==> config.mk <==
export PLATFORM = sky130hd
export DESIGN_NAME = tagged_network_name_parser
export DESIGN_NICKNAME = d
export VERILOG_FILES = /design/src/tnnp_pkg.sv /design/src/tagged_network_name_parser.sv /design/src/tnnp_classify.sv
export SDC_FILE = /design/constraint.sdc
export NUM_CORES = 1
export LEC_CHECK = 0
export ABC_AREA = 1
export BUFFER_PORTS_ARGS = -buffer_cell sky130_fd_sc_hd__buf_2
export CAP_MARGIN = 0
export CELL_PAD_IN_SITES_DETAIL_PLACEMENT = 1
export CELL_PAD_IN_SITES_GLOBAL_PLACEMENT = 1
export CORE_MARGIN = 2
export CORE_UTILIZATION = 43
export CTS_CLUSTER_DIAMETER = 40
export CTS_CLUSTER_SIZE = 10
export DETAILED_ROUTE_END_ITERATION = 12
export GPL_ROUTABILITY_DRIVEN = 0
export PLACE_DENSITY = 0.79
export SLEW_MARGIN = 25
export SYNTH_ARGS = -nofsm -noshare
export SYNTH_HDL_FRONTEND = slang
export SYNTH_SLANG_ARGS = --single-unit
==> constraint.sdc <==
create_clock -name clock -period 8.9 [get_ports clock]
set_input_delay 1.78 -clock clock [delete_from_list [all_inputs] [get_ports clock]]
set_output_delay 1.78 -clock clock [all_outputs]
set_load 0.05 [all_outputs]
==> src/tnnp_pkg.sv <==
// ----------------------------------------------------------------------------
// tnnp_pkg
// Shared types and constants of the tagged network name parser.
// ----------------------------------------------------------------------------
`default_nettype none

package tnnp_pkg;

   localparam int MAX_CODE_CHARS = 12;
   localparam int MIN_CODE_CHARS = 8;
   localparam int CODE_SLOTS     = 12;
   localparam int CNT_W          = $clog2(MAX_CODE_CHARS + 1);
   localparam int LEN_W          = 4;

   // Parse phases
   localparam logic [2:0] PH_NAME   = 3'd0;
   localparam logic [2:0] PH_CODE   = 3'd1;
   localparam logic [2:0] PH_STATUS = 3'd2;
   localparam logic [2:0] PH_DOT    = 3'd3;
   localparam logic [2:0] PH_TYPE   = 3'd4;
   localparam logic [2:0] PH_DONE   = 3'd5;

   // Letter indexes; LETTER_NONE marks a byte outside the five-letter set
   localparam logic [2:0] LETTER_DEFAULT = 3'd2;
   localparam logic [2:0] LETTER_MAX     = 3'd4;
   localparam logic [2:0] LETTER_NONE    = 3'd5;

   localparam logic [7:0] CH_OPEN  = 8'h5B;  // [
   localparam logic [7:0] CH_CLOSE = 8'h5D;  // ]
   localparam logic [7:0] CH_DOT   = 8'h2E;  // .
   localparam logic [7:0] CH_DASH  = 8'd45;
   localparam logic [7:0] CH_UNDER = 8'd95;
   localparam logic [7:0] CH_SPACE = 8'd32;

   typedef struct packed {
      logic [7:0] ch;
      logic       last;
   } req_type;

   typedef struct packed {
      logic             matched;
      logic [2:0]       status_letter;
      logic [2:0]       type_letter;
      logic [LEN_W-1:0] code_length;
      logic [63:0]      code_first_eight;
      logic [31:0]      code_last_four;
   } rsp_type;

   // Character classes of one byte
   typedef struct packed {
      logic       alnum;
      logic       name_ok;
      logic       open_br;
      logic       close_br;
      logic       dot;
      logic [2:0] status_idx;
      logic [2:0] type_idx;
   } class_type;

endpackage

`default_nettype wire

==> src/tagged_network_name_parser.sv <==
// A result is registered when the request carrying the last byte is accepted and appears in the next cycle.
// The parser takes one request per cycle while req_ready is high; each accepted byte advances the parse state.
// The result register stalls intake only when it is full and not being taken.
// Reset (synchronous, active high) returns the parser to the name phase.
// ----------------------------------------------------------------------------
// tagged_network_name_parser
// Checks names of the form name[code]s.t byte by byte and reports the match.
// ----------------------------------------------------------------------------
`default_nettype none

module tagged_network_name_parser (
   input  logic              clock,
   input  logic              reset,
   input  logic              req_valid,
   output logic              req_ready,
   input  tnnp_pkg::req_type req_data,
   output logic              rsp_valid,
   input  logic              rsp_ready,
   output tnnp_pkg::rsp_type rsp_data
);
   import tnnp_pkg::*;

   // Parse state
   logic [2:0]       phase_ff, phase_in;
   logic             rej_ff, rej_in;
   logic [CNT_W-1:0] cnt_ff, cnt_in;
   logic [7:0]       code_ff [CODE_SLOTS];
   logic [7:0]       code_in [CODE_SLOTS];
   logic [2:0]       status_ff, status_in;
   logic [2:0]       type_ff, type_in;

   // Result register
   logic             rsp_valid_ff, rsp_valid_in;
   rsp_type          rsp_ff, rsp_in;

   // Next state before end-of-name restart
   logic [2:0]       phase_nx;
   logic             rej_nx;
   logic [CNT_W-1:0] cnt_nx;
   logic [7:0]       code_nx [CODE_SLOTS];
   logic [2:0]       status_nx, type_nx;
   logic             ok;

   class_type        cls;
   logic             accept;

   tnnp_classify u_classify (
      .ch  (req_data.ch),
      .cls (cls)
   );

   // Take a new byte whenever the result slot is free or draining this cycle
   assign req_ready = !rsp_valid_ff || rsp_ready;
   assign accept    = req_valid && req_ready;
   assign rsp_valid = rsp_valid_ff;
   assign rsp_data  = rsp_ff;

   // Advance the parse by one byte
   always_comb begin
      phase_nx  = phase_ff;
      rej_nx    = rej_ff;
      cnt_nx    = cnt_ff;
      status_nx = status_ff;
      type_nx   = type_ff;
      for (int i = 0; i < CODE_SLOTS; i++) begin
         code_nx[i] = code_ff[i];
      end

      // A rejected name ignores everything until its last byte
      if (!rej_ff) begin
         unique case (phase_ff)
            PH_NAME: begin
               if (!cls.name_ok) begin
                  if (cls.open_br) phase_nx = PH_CODE;
                  else             rej_nx   = 1'b1;
               end
            end
            PH_CODE: begin
               if (cls.close_br) begin
                  phase_nx = PH_STATUS;
               end else if (!cls.alnum || (cnt_ff >= CNT_W'(MAX_CODE_CHARS))) begin
                  rej_nx = 1'b1;
               end else begin
                  // Store into the slot the count points at and advance the count
                  for (int i = 0; i < CODE_SLOTS; i++) begin
                     if (cnt_ff == CNT_W'(i)) code_nx[i] = req_data.ch;
                  end
                  cnt_nx = cnt_ff + CNT_W'(1);
               end
            end
            PH_STATUS: begin
               if (cls.status_idx > LETTER_MAX) begin
                  rej_nx = 1'b1;
               end else begin
                  status_nx = cls.status_idx;
                  phase_nx  = PH_DOT;
               end
            end
            PH_DOT: begin
               if (cls.dot) phase_nx = PH_TYPE;
               else         rej_nx   = 1'b1;
            end
            PH_TYPE: begin
               if (cls.type_idx > LETTER_MAX) begin
                  rej_nx = 1'b1;
               end else begin
                  type_nx  = cls.type_idx;
                  phase_nx = PH_DONE;
               end
            end
            default: rej_nx = 1'b1;  // trailing byte after the type letter
         endcase
      end
   end

   // Build the result from the updated state
   always_comb begin
      ok = !rej_nx && (phase_nx == PH_DONE) &&
           (cnt_nx >= CNT_W'(MIN_CODE_CHARS)) && (cnt_nx <= CNT_W'(MAX_CODE_CHARS));

      rsp_in                  = '0;
      rsp_in.matched          = ok;
      rsp_in.status_letter    = ok ? status_nx : LETTER_DEFAULT;
      rsp_in.type_letter      = ok ? type_nx : LETTER_DEFAULT;
      rsp_in.code_length      = ok ? LEN_W'(cnt_nx) : '0;
      if (ok) begin
         for (int i = 0; i < 8; i++) begin
            rsp_in.code_first_eight[8*i +: 8] = code_nx[i];
         end
         for (int i = 0; i < 4; i++) begin
            rsp_in.code_last_four[8*i +: 8] = code_nx[8 + i];
         end
      end
   end

   // Commit the byte; the last byte restarts the parser for the next name
   always_comb begin
      phase_in     = phase_ff;
      rej_in       = rej_ff;
      cnt_in       = cnt_ff;
      status_in    = status_ff;
      type_in      = type_ff;
      for (int i = 0; i < CODE_SLOTS; i++) begin
         code_in[i] = code_ff[i];
      end
      rsp_valid_in = rsp_valid_ff && !rsp_ready;

      if (accept) begin
         if (req_data.last) begin
            phase_in     = PH_NAME;
            rej_in       = 1'b0;
            cnt_in       = '0;
            status_in    = LETTER_DEFAULT;
            type_in      = LETTER_DEFAULT;
            for (int i = 0; i < CODE_SLOTS; i++) begin
               code_in[i] = '0;
            end
            rsp_valid_in = 1'b1;
         end else begin
            phase_in  = phase_nx;
            rej_in    = rej_nx;
            cnt_in    = cnt_nx;
            status_in = status_nx;
            type_in   = type_nx;
            for (int i = 0; i < CODE_SLOTS; i++) begin
               code_in[i] = code_nx[i];
            end
         end
      end
   end

   always_ff @(posedge clock) begin
      if (reset) begin
         phase_ff     <= PH_NAME;
         rej_ff       <= 1'b0;
         cnt_ff       <= '0;
         status_ff    <= LETTER_DEFAULT;
         type_ff      <= LETTER_DEFAULT;
         for (int i = 0; i < CODE_SLOTS; i++) begin
            code_ff[i] <= '0;
         end
         rsp_valid_ff <= 1'b0;
      end else begin
         phase_ff     <= phase_in;
         rej_ff       <= rej_in;
         cnt_ff       <= cnt_in;
         status_ff    <= status_in;
         type_ff      <= type_in;
         for (int i = 0; i < CODE_SLOTS; i++) begin
            code_ff[i] <= code_in[i];
         end
         rsp_valid_ff <= rsp_valid_in;
      end
   end

   // Hold the result payload until it is taken
   always_ff @(posedge clock) begin
      if (accept && req_data.last) begin
         rsp_ff <= rsp_in;
      end
   end

endmodule

`default_nettype wire

==> src/tnnp_classify.sv <==
// ----------------------------------------------------------------------------
// tnnp_classify
// Sorts one byte into the character classes the parser needs.
// ----------------------------------------------------------------------------
`default_nettype none

module tnnp_classify (
   input  logic [7:0]          ch,
   output tnnp_pkg::class_type cls
);
   import tnnp_pkg::*;

   logic upper, lower, digit;

   assign upper = (ch >= 8'd65) && (ch <= 8'd90);
   assign lower = (ch >= 8'd97) && (ch <= 8'd122);
   assign digit = (ch >= 8'd48) && (ch <= 8'd57);

   always_comb begin
      cls.alnum    = upper || lower || digit;
      cls.name_ok  = upper || lower || digit ||
                     (ch == CH_DASH) || (ch == CH_UNDER) || (ch == CH_SPACE);
      cls.open_br  = (ch == CH_OPEN);
      cls.close_br = (ch == CH_CLOSE);
      cls.dot      = (ch == CH_DOT);

      case (ch)
         8'h77:   cls.status_idx = 3'd0;  // w
         8'h63:   cls.status_idx = 3'd1;  // c
         8'h78:   cls.status_idx = 3'd2;  // x
         8'h79:   cls.status_idx = 3'd3;  // y
         8'h7A:   cls.status_idx = 3'd4;  // z
         default: cls.status_idx = LETTER_NONE;
      endcase

      case (ch)
         8'h61:   cls.type_idx = 3'd0;  // a
         8'h65:   cls.type_idx = 3'd1;  // e
         8'h69:   cls.type_idx = 3'd2;  // i
         8'h6F:   cls.type_idx = 3'd3;  // o
         8'h75:   cls.type_idx = 3'd4;  // u
         default: cls.type_idx = LETTER_NONE;
      endcase
   end

endmodule

`default_nettype wire

==> summary.txt, run 1 <==
Yosys
  • Mapped Cells: 1307
  • Yosys Warn Count: 0
  • Register area share after synthesis: 53.7%
  • Mapped Area: 10100 um^2
  • Synthesized net count: 1324
  • Register bit total from synthesis: 218
  • Number of distinct library cells after synthesis: 31
  • Post-synth top area cell: edfxtp_1
  • Synth top area share: a little under a third
  • Syn_area_per_cell: 7.74 um^2
  • Largest cells by area after synthesis: edfxtp_1 32%, dfxtp_1 22%, nand2_1 16%, nand3_1 7.2%, a21oi_1 5.5%

Detailed routing
  • Vias per cell: 5.07
  • DRT iter0 DRCs: 540
  • Post-route ant nets: 0
  • Drt drc: 0
  • Detailed-route wire length: 28700 um
  • Total number of vias: 8911
  • Wire length per cell: around 16 um
  • DR pass1 iterations: 4

GRT
  • Tot GR Track Use: 23.5%
  • Antenna violations before repair: 0
  • Largest net degree at the start of global routing: between 70 and 80
  • Vias in the first global route: 9056
  • First-pass GRT wire length: 46200 um
  • GRT Residual Overflow: 0

Floorplan
  • Core Rows: 56
  • Die width: roughly 160 um
  • Die footprint: ~25000 um^2
  • Starting density of the core: 43.5%
  • Die height: 157 um
  • Core area: 23300 um^2
  • Io pins: 122

Critical path
  • Crit Path Category: in2reg
  • Crit end category: register
  • Critical path launch point type: primary input
  • Crit Path Max Fanout: 69
  • WP data required: a little over 9 ns
  • CP arrival: between 5 and 6 ns

Clock tree
  • Latest clock arrival within the worst-skew pair: approximately 0.5 ns
  • Buffer depth of the longest clock path: 3
  • CTS Sinks: roughly 220
  • Postcts setup bufs: 0
  • Root buffer selected by CTS: clkbuf_16
  • CTS buffer count: 35
  • Clock transition at the registers of the reported paths: 0.05 ns
  • Hold Buf Count CTS: 0
  • # H-tree levels: 2
  • Post-cts resize count: 0
  • CTS tree: yes

Finish
  • Fin area: 12100 um^2
  • Area added between synthesis and finish: 19.9%
  • Register area: 5440 um^2
  • Inserted Diodes: 0
  • Share of layout cells above drive strength 1: 16.9%
  • Commonest non-fill, non-tap cell in the layout: nand2_1
  • Fillers: between 2000 and 3000
  • Multi-input combinational cell area: 3850 um^2
  • Final nets: 1432
  • Highest-count cells in the layout ignoring fill and taps: 432 x nand2_1, 145 x nand3_1, 134 x inv_1, 120 x buf_2, 116 x nor2_1

STA
  • Clock Skew: about 0.015 ns
  • Max Clock Freq: 204 MHz
  • Max-slew violation count: 0
  • Worst rel slew slack: between 30% and 40%
  • RSZ-0062 raised after global routing: no
  • Final setup viols: 0
  • Setup TNS: 0 ns
  • Minimum clock period: 4.91 ns
  • Worst slew pin tran: 1.00 ns
  • Fin crit share: 55.2%
  • Final Hold Slack: 0.463 ns
  • Final hold vios: 0

Power
  • PwrDens: approximately 220 nW/um^2
  • VDD IR-drop max: 0.153 mV
  • Leakage: about 4.7 nW
  • Tot Pwr: between 2 and 3 mW

Placed design
  • I/O Buffers: 121
  • Dpl hpwl: 18000 um
  • Dpl cell area: 10900 um^2

Status
  • Status: complete, no violations

Job
  • Max-cap violations: 0

Hold path
  • Hold WC Path Type: reg2reg
[kinds of logic after synthesis]
family	count (synthesis)	synth area share [%]
compound gates	122	6.17
xor+xnor	1	0.0866
fa+ha+maj	4	0.495
flops	218	53.7
simple gates	750	31.0
buf+inv	212	8.51
[Yosys cell counts, drive strengths merged]
master,n
o21ai,7
dfxtp,111
clkbuf,41
nand2,437
o221ai,1
nor3,5
xor2,1
clkinv,1
nor4,2
a21oi,111
nand4,9
or2,2
buf,16
inv,154
a22oi,1
a31oi,1
o21bai,1
nor2,149
nand3b,1
nand3,145
edfxtp,107
ha,4
[power by group]
part / internal (mW) / total, mW / switching [mW] / leakage, nW
Clock: 0.901 / 1.38 / 0.478 / 0.571
Combinational: 0.0256 / 0.160 / 0.135 / 2.18
Sequential: 1.07 / 1.08 / 0.00661 / 1.92
[metrics by stage]
stage,setup WS [ns],utilization [%],std cells
2_1_floorplan,1.25,-,1307
3_3_place_gp,3.68,46.9,1696
3_5_place_dp,3.46,46.9,1696
4_1_cts,3.94,52.0,1758
5_1_grt,3.54,52.1,1759
6_report,3.99,52.1,1759
[worst max-delay path, stage by stage]
cell	delay (ns)
buf_2	0.13
inv_2	0.29
nand2_1	0.14
inv_2	0.08
nand2_1	0.06
nand3_1	0.08
nand2_1	0.07
nand2_1	0.11
nand4_2	0.42
nor2_1	0.30
nand2_1	0.09
nand2_1	0.13
nand2_2	0.12
nand2_4	0.63
buf_4	0.55
nor2_1	0.11
[per-layer routing]
layer	share of wire [%]	up-vias	track usage (%)
met5	0	-	0
met4	2.2	0	7.40
met3	3.8	55	3.74
met2	50	178	41.4
met1	44	4283	29.4
li1	-	4395	-
[layout make-up]
cell class              instances  area share (%)
well taps                     319            3.29
flip-flops and latches        218            44.8
multi-input cells             877            31.7
inverters                     155            4.80
repair buffers                128            5.61
clock inverters                20            1.99
clock buffers                  42            7.78
[path summary, 6_finish.rpt]
path | cells after the start | start | to | slack, ns
worst max-delay path | 16 | req_data[1] | rsp_data[86]$_SDFFCE_PN0P_ | 3.99
worst min-delay path | 2 | code_ff[2][28]$_SDFFE_PP0P_ | code_ff[2][28]$_SDFFE_PP0P_ | 0.46
worst max register to register | 12 | phase_ff[0]$_SDFFE_PP0P_ | rsp_data[86]$_SDFFCE_PN0P_ | 5.28
worst min register to register | 2 | code_ff[2][28]$_SDFFE_PP0P_ | code_ff[2][28]$_SDFFE_PP0P_ | 0.46
[state kept, by name (all words and copies together) (netlist names)]
name,cells
rsp_data,107
phase_ff,3
rej_ff,1
type_ff,3
status_ff,3
code_ff,96
cnt_ff,4
rsp_valid,1
(Power assumes the default switching activity.)
==> run 2: changes to the inputs <==
Settings changed: ABC_AREA 1 to 0, CORE_UTILIZATION 43 to 41, PLACE_DENSITY 0.79 to 0.74.
Clock period 8.9 ns to 4.5 ns, I/O delays scaled along.
==> run 2 against run 1 <==
Effect of this change: via count shrank 21%; count of clock-buffer cells in the layout up 4; sequential cell count fell by 2; worst hold slack got worse by 0.00066 ns; worst setup slack worse by 2.8 ns; synthesized area down 6.1%; critical path depth decreased by 8; sequential share of layout area up 2.8 points; register-to-register slack got worse by 3.7 ns; cell count down 28%; wire length fell by 7.8%; critical path type unchanged; largest cell class unchanged; largest power group unchanged.
==> summary.txt, run 2 <==
Status
  • Status: complete, no violations

STA
  • Worst rel slew slack: 36.9%
  • Clock Skew: 0.0202 ns
  • Fin crit share: between 70% and 80%
  • Final setup viols: 0
  • Minimum clock period: 3.30 ns
  • Max-slew violation count: 0
  • RSZ-0062 raised after global routing: no
  • Max Clock Freq: 303 MHz
  • Final hold vios: 0
  • Worst slew pin tran: roughly 0.94 ns
  • Setup WS post-layout: between 1 and 1.5 ns
  • Setup TNS: 0 ns

GRT
  • Antenna violations before repair: 0
  • Busiest grt layer: met2
  • Tot GR Track Use: 21.8%
  • Vias in the first global route: 7284
  • First-pass GRT wire length: 41100 um
  • Largest net degree at the start of global routing: 67
  • GRT Residual Overflow: 0
  • Met1 usage: approximately 29%
  • Grt met2 use: 35.9%
  • Grt met3 use: between 3 and 4%

Yosys
  • Register bit total from synthesis: 216
  • Mapped Cells: 858
  • Register area share after synthesis: 56.8%
  • Top-count cell post-synth: dfxtp_1
  • Synth top area share: between 30% and 40%
  • Mapped Area: roughly 9500 um^2
  • Largest cells by area after synthesis: edfxtp_1 34%, dfxtp_1 23%, mux2i_1 9.1%, o32ai_1 7.7%, nor2_1 4.1%
  • EDFF count, synth: 107
  • Number of distinct library cells after synthesis: 67
  • Synthesized net count: 875
  • Yosys Warn Count: 0
  • Most frequent cells after synthesis: 109 x dfxtp_1, 107 x edfxtp_1, 105 x nor2_1, 93 x inv_1, 86 x mux2i_1
  • Syn_area_per_cell: 11.1 um^2
  • Most used flip-flop cell after synthesis: dfxtp_1
  • Async SR Flop Fraction: 0%
  • Post-synth top area cell: edfxtp_1

Finish
  • Share of layout cells above drive strength 1: between 20% and 30%
  • Max FFs per register: 107
  • Non-Filler Instances: 1264
  • Final nets: 971
  • Highest-count cells in the layout ignoring fill and taps: 120 x buf_2, 109 x dfxtp_1, 107 x edfxtp_1, 105 x nor2_1, 92 x inv_1
  • Inserted Diodes: 0
  • Area added between synthesis and finish: 19.3%
  • Commonest non-fill, non-tap cell in the layout: buf_2
  • Fillers: 2461

Clock tree
  • Clock transition at the registers of the reported paths: roughly 0.050 ns
  • CTS tree: yes
  • Buffer depth of the longest clock path: 3
  • Post-cts resize count: 0
  • CTS Sinks: 216
  • # H-tree levels: 2
  • Hold Buf Count CTS: 0
  • Root buffer selected by CTS: clkbuf_16
  • CTS buffer count: 35
  • Postcts setup bufs: 0
  • Latest clock arrival within the worst-skew pair: 0.50 ns

Placed design
  • Dpl hpwl: 16400 um
  • Placed cell count: 1202
  • I/O Buffers: 121
  • DP Worst Slack: between 0.7 and 0.8 ns

Power
  • VDD IR-drop max: roughly 0.24 mV
  • PwrDens: roughly 440 nW/um^2
  • Leakage: 4.11 nW

Critical path
  • Crit-path max cell delay: ~0.67 ns
  • Crit end category: register
  • Crit-path slowest cell: a21oi_1
  • CP arrival: 3.65 ns
  • Worst path cell trace: buf_2, nand4b_1, nor2_1, nor3_4, buf_4, nand4_1, a21oi_1, o32ai_1
  • WP data required: a little under 5 ns
  • Critical path launch point type: primary input
  • Crit Path Max Fanout: 28
  • Crit Path Category: in2reg
  • Largest delay contributor family on the critical path: simple AND/OR/NAND/NOR gates
  • CP Buf/Inv Count: 2

Detailed routing
  • DR pass1 iterations: 4
  • Vias per cell: 5.60
  • DRT iter0 DRCs: around 420
  • Drt drc: 0
  • Wire length per cell: between 20 and 25 um
  • Post-route ant nets: 0
  • Total number of vias: 7084
  • Detailed-route wire length: 26500 um

Floorplan
  • Core area: 22700 um^2
  • Io pins: 122
  • Die footprint: 24400 um^2
  • Die width: 156 um
  • Core Rows: 55
  • Starting density of the core: 41.8%
  • Die height: 156 um

Hold path
  • Hold WC Path Type: reg2reg

Job
  • Max-cap violations: 0
run 2: changes by cell type after synthesis, moves of 41 or more:
cell     delta
nand2_1   -420
nand3_1   -138
inv_1      -41
mux2i_1    +86
a21oi_1    -89
o32ai_1    +84
run 2: worst paths after layout:
kind	from	to	slack, ns	depth (start not counted)
worst min-delay path	status_ff[2]$_SDFFE_PP0P_	status_ff[2]$_SDFFE_PP0P_	0.46	2
worst min register to register	status_ff[2]$_SDFFE_PP0P_	status_ff[2]$_SDFFE_PP0P_	0.46	2
worst max-delay path	req_data[2]	code_ff[1][3]$_SDFFE_PP0P_	1.20	8
worst max register to register	phase_ff[0]$_SDFFE_PP0P_	code_ff[1][3]$_SDFFE_PP0P_	1.61	7
run 2: cells by family after synthesis:
| family | count (synthesis) | synth area share (%) |
|---|---|---|
| fa+ha+maj | 4 | 0.527 |
| compound gates | 150 | 12.5 |
| xor+xnor | 5 | 0.461 |
| simple gates | 222 | 12.8 |
| buf+inv | 173 | 7.67 |
| mux | 88 | 9.30 |
| flops | 216 | 56.8 |
run 2: worst min-delay path: stages, from the launching register on:
cell and delay, ns:
dfxtp_1 0.31, nand2_1 0.05, a21oi_1 0.05
run 2: area by class of cell:
| cell class | count | area (um^2) | share of cell area [%] |
|---|---|---|---|
| clock inverter | 16 | 134 | 1.18 |
| inverter | 95 | 363 | 3.20 |
| multi-input combinational | 469 | 3390 | 29.9 |
| tap | 285 | 357 | 3.15 |
| sequential | 216 | 5400 | 47.6 |
| timing repair buffer | 137 | 728 | 6.43 |
| clock buffer | 46 | 967 | 8.53 |
run 2: power by group:
| group | switching [mW] | internal [mW] |
|---|---|---|
| sequential | 0.0161 | 2.11 |
| clock | 0.928 | 1.58 |
| combinational | 0.325 | 0.0671 |
| total | 1.27 | 3.75 |
run 2: per-stage QoR:
stage	util [%]	power (mW)	hold WS [ns]	area (um^2)
2_1_floorplan	-	2.45	0.431	9500
3_3_place_gp	45.0	2.55	0.441	10200
3_5_place_dp	45.0	2.55	0.459	10200
4_1_cts	49.9	5.06	0.466	11300
5_1_grt	49.9	5.17	0.476	11300
6_report	49.9	5.02	0.462	11300
run 2: routing by layer:
metal / up-vias / routed length, um
li1: 3322 / -
met1: 3528 / 12000
met2: 186 / 12600
met3: 48 / 1180
met4: 0 / 674
met5: - / 0
==> run 3: changes to the inputs <==
Settings changed: CORE_UTILIZATION 41 to 46, PLACE_DENSITY 0.74 to 0.79.
Clock period 4.5 ns to 3.3 ns, I/O delays scaled along.
==> run 3 against run 2 <==
Effect of this change: total power is 34% higher; first-iteration DRC count is 23% higher; count of clock-buffer cells in the layout is 1 higher; utilization is 7.3 points higher; register-to-register slack worse by 0.85 ns; largest cell class unchanged; largest power group unchanged.
==> summary.txt, run 3 (synthesis gave the netlist of run 2 again) <==
Placed design
  • Dpl hpwl: 17100 um
  • Dpl cell area: 10500 um^2
  • I/O Buffers: 121

GRT
  • Largest net degree at the start of global routing: 67
  • Antenna violations before repair: 0
  • First-pass GRT wire length: 41500 um
  • Vias in the first global route: 7566
  • Tot GR Track Use: around 24%
  • GRT Residual Overflow: 0

STA
  • Max Clock Freq: 394 MHz
  • Minimum clock period: 2.54 ns
  • Fin crit share: 77.0%
  • Setup TNS: 0 ns
  • Worst rel slew slack: 49.5%
  • RSZ-0062 raised after global routing: no
  • Final hold vios: 0
  • Clock Skew: 0.0145 ns
  • Final setup viols: 0
  • Worst slew pin tran: 0.757 ns
  • Max-slew violation count: 0

Floorplan
  • Die width: between 100 and 150 um
  • Die height: 148 um
  • Core Rows: 52
  • Starting density of the core: ~47%
  • Io pins: 122
  • Core area: 20200 um^2
  • Die footprint: ~22000 um^2

Critical path
  • WP data required: 3.59 ns
  • Crit Path Max Fanout: 23
  • Critical path launch point type: register
  • CP arrival: 2.83 ns
  • Crit-path max cell delay: 0.53 ns
  • Worst path cell trace: nor3b_2, nand2_1, nor3_4, buf_12, and4_1, mux2i_1, nor2_1
  • Crit end category: register
  • Crit-path slowest cell: dfxtp_1
  • Reg2reg setup slack: around 0.76 ns
  • Crit Path Category: reg2reg

Clock tree
  • Postcts setup bufs: 0
  • Latest clock arrival within the worst-skew pair: 0.55 ns
  • Hold Buf Count CTS: 0
  • Buffer depth of the longest clock path: 3
  • CTS buffer count: 31
  • # H-tree levels: 1
  • CTS Sinks: between 200 and 250
  • Root buffer selected by CTS: clkbuf_16
  • Clock transition at the registers of the reported paths: 0.05 ns
  • CTS tree: yes
  • Post-cts resize count: 0

Detailed routing
  • Detailed-route wire length: roughly 27000 um
  • Total number of vias: 7318
  • Post-route ant nets: 0
  • DR pass1 iterations: 5
  • DRT iter0 DRCs: around 520
  • Drt drc: 0
  • Wire length per cell: between 20 and 25 um
  • Vias per cell: 5.72

Status
  • Status: complete, no violations

Finish
  • Multi-input combinational cell area: approximately 3400 um^2
  • Final nets: 1001
  • Highest-count cells in the layout ignoring fill and taps: 120 x buf_2, 108 x dfxtp_1, 107 x edfxtp_1, 105 x nor2_1, 92 x inv_1
  • Share of layout cells above drive strength 1: 24.7%
  • Fillers: 2185
  • Area added between synthesis and finish: 22.0%
  • Register area: 5400 um^2
  • Core Util, Final: 57.3%
  • Fin area: roughly 12000 um^2
  • Max FFs per register: 107
  • Commonest non-fill, non-tap cell in the layout: buf_2
  • Inserted Diodes: 0

Power
  • VDD IR-drop max: 0.398 mV
  • Leakage: between 4 and 5 nW
  • Tot Pwr: 6.73 mW
  • PwrDens: 581 nW/um^2

Job
  • Max-cap violations: 0

Hold path
  • Hold WC Path Type: in2reg
[run 3: changes by cell type in the layout (fill, tap and decap cells not counted), sizes merged]
cell | before | now
clkinvlp | 6 | 1
buf | 137 | 171
inv | 98 | 96
clkinv | 6 | 7
clkbuf | 46 | 47
bufinv | 1 | 2
[run 3: layout make-up]
class	count	share of cell area (%)
clock buffer	47	7.93
clock inverter	11	1.05
sequential	216	46.6
multi-input combinational	469	29.4
tap	270	2.92
timing repair buffer	171	9.03
inverter	95	3.13
[run 3: final timing paths]
path | startpoint | end | depth (start not counted)
max | phase_ff[0]$_SDFFE_PP0P_ | rsp_data[12]$_SDFFCE_PN0P_ | 7
min | reset | code_ff[0][31]$_SDFFE_PP0P_ | 2
max reg2reg | phase_ff[0]$_SDFFE_PP0P_ | rsp_data[12]$_SDFFCE_PN0P_ | 7
min reg2reg | status_ff[2]$_SDFFE_PP0P_ | status_ff[2]$_SDFFE_PP0P_ | 2
[run 3: routing by layer]
metal | routed length, um | vias to the layer above | track usage [%]
met5 | 0 | - | 0
met1 | 11500 | 3647 | 31.0
met3 | 1130 | 65 | 3.18
met4 | 956 | 0 | 8.99
li1 | - | 3378 | -
met2 | 13300 | 228 | 41.9
[run 3: metrics by stage]
step | hold WS [ns] | cells | worst slack, ns
finish | 0.372 | 1279 | 0.760
global route | 0.370 | 1279 | 0.624
CTS | 0.355 | 1279 | 0.754
detailed placement | 0.453 | 1221 | 0.296
global placement | 0.441 | 1221 | 0.422
floorplan | 0.431 | 858 | -0.0806
[run 3: critical path: cells and delay by family (launching register included)]
kind,cells,cell delay (ns)
buf+inv,1,0.21
simple gates,5,1.24
flops,1,0.53
mux,1,0.30
[run 3: where the power goes]
| group | switching (mW) | leakage [nW] | internal (mW) |
|---|---|---|---|
| sequential | 0.0235 | 1.82 | 2.87 |
| combinational | 0.447 | 1.95 | 0.117 |
| clock | 1.20 | 0.513 | 2.07 |
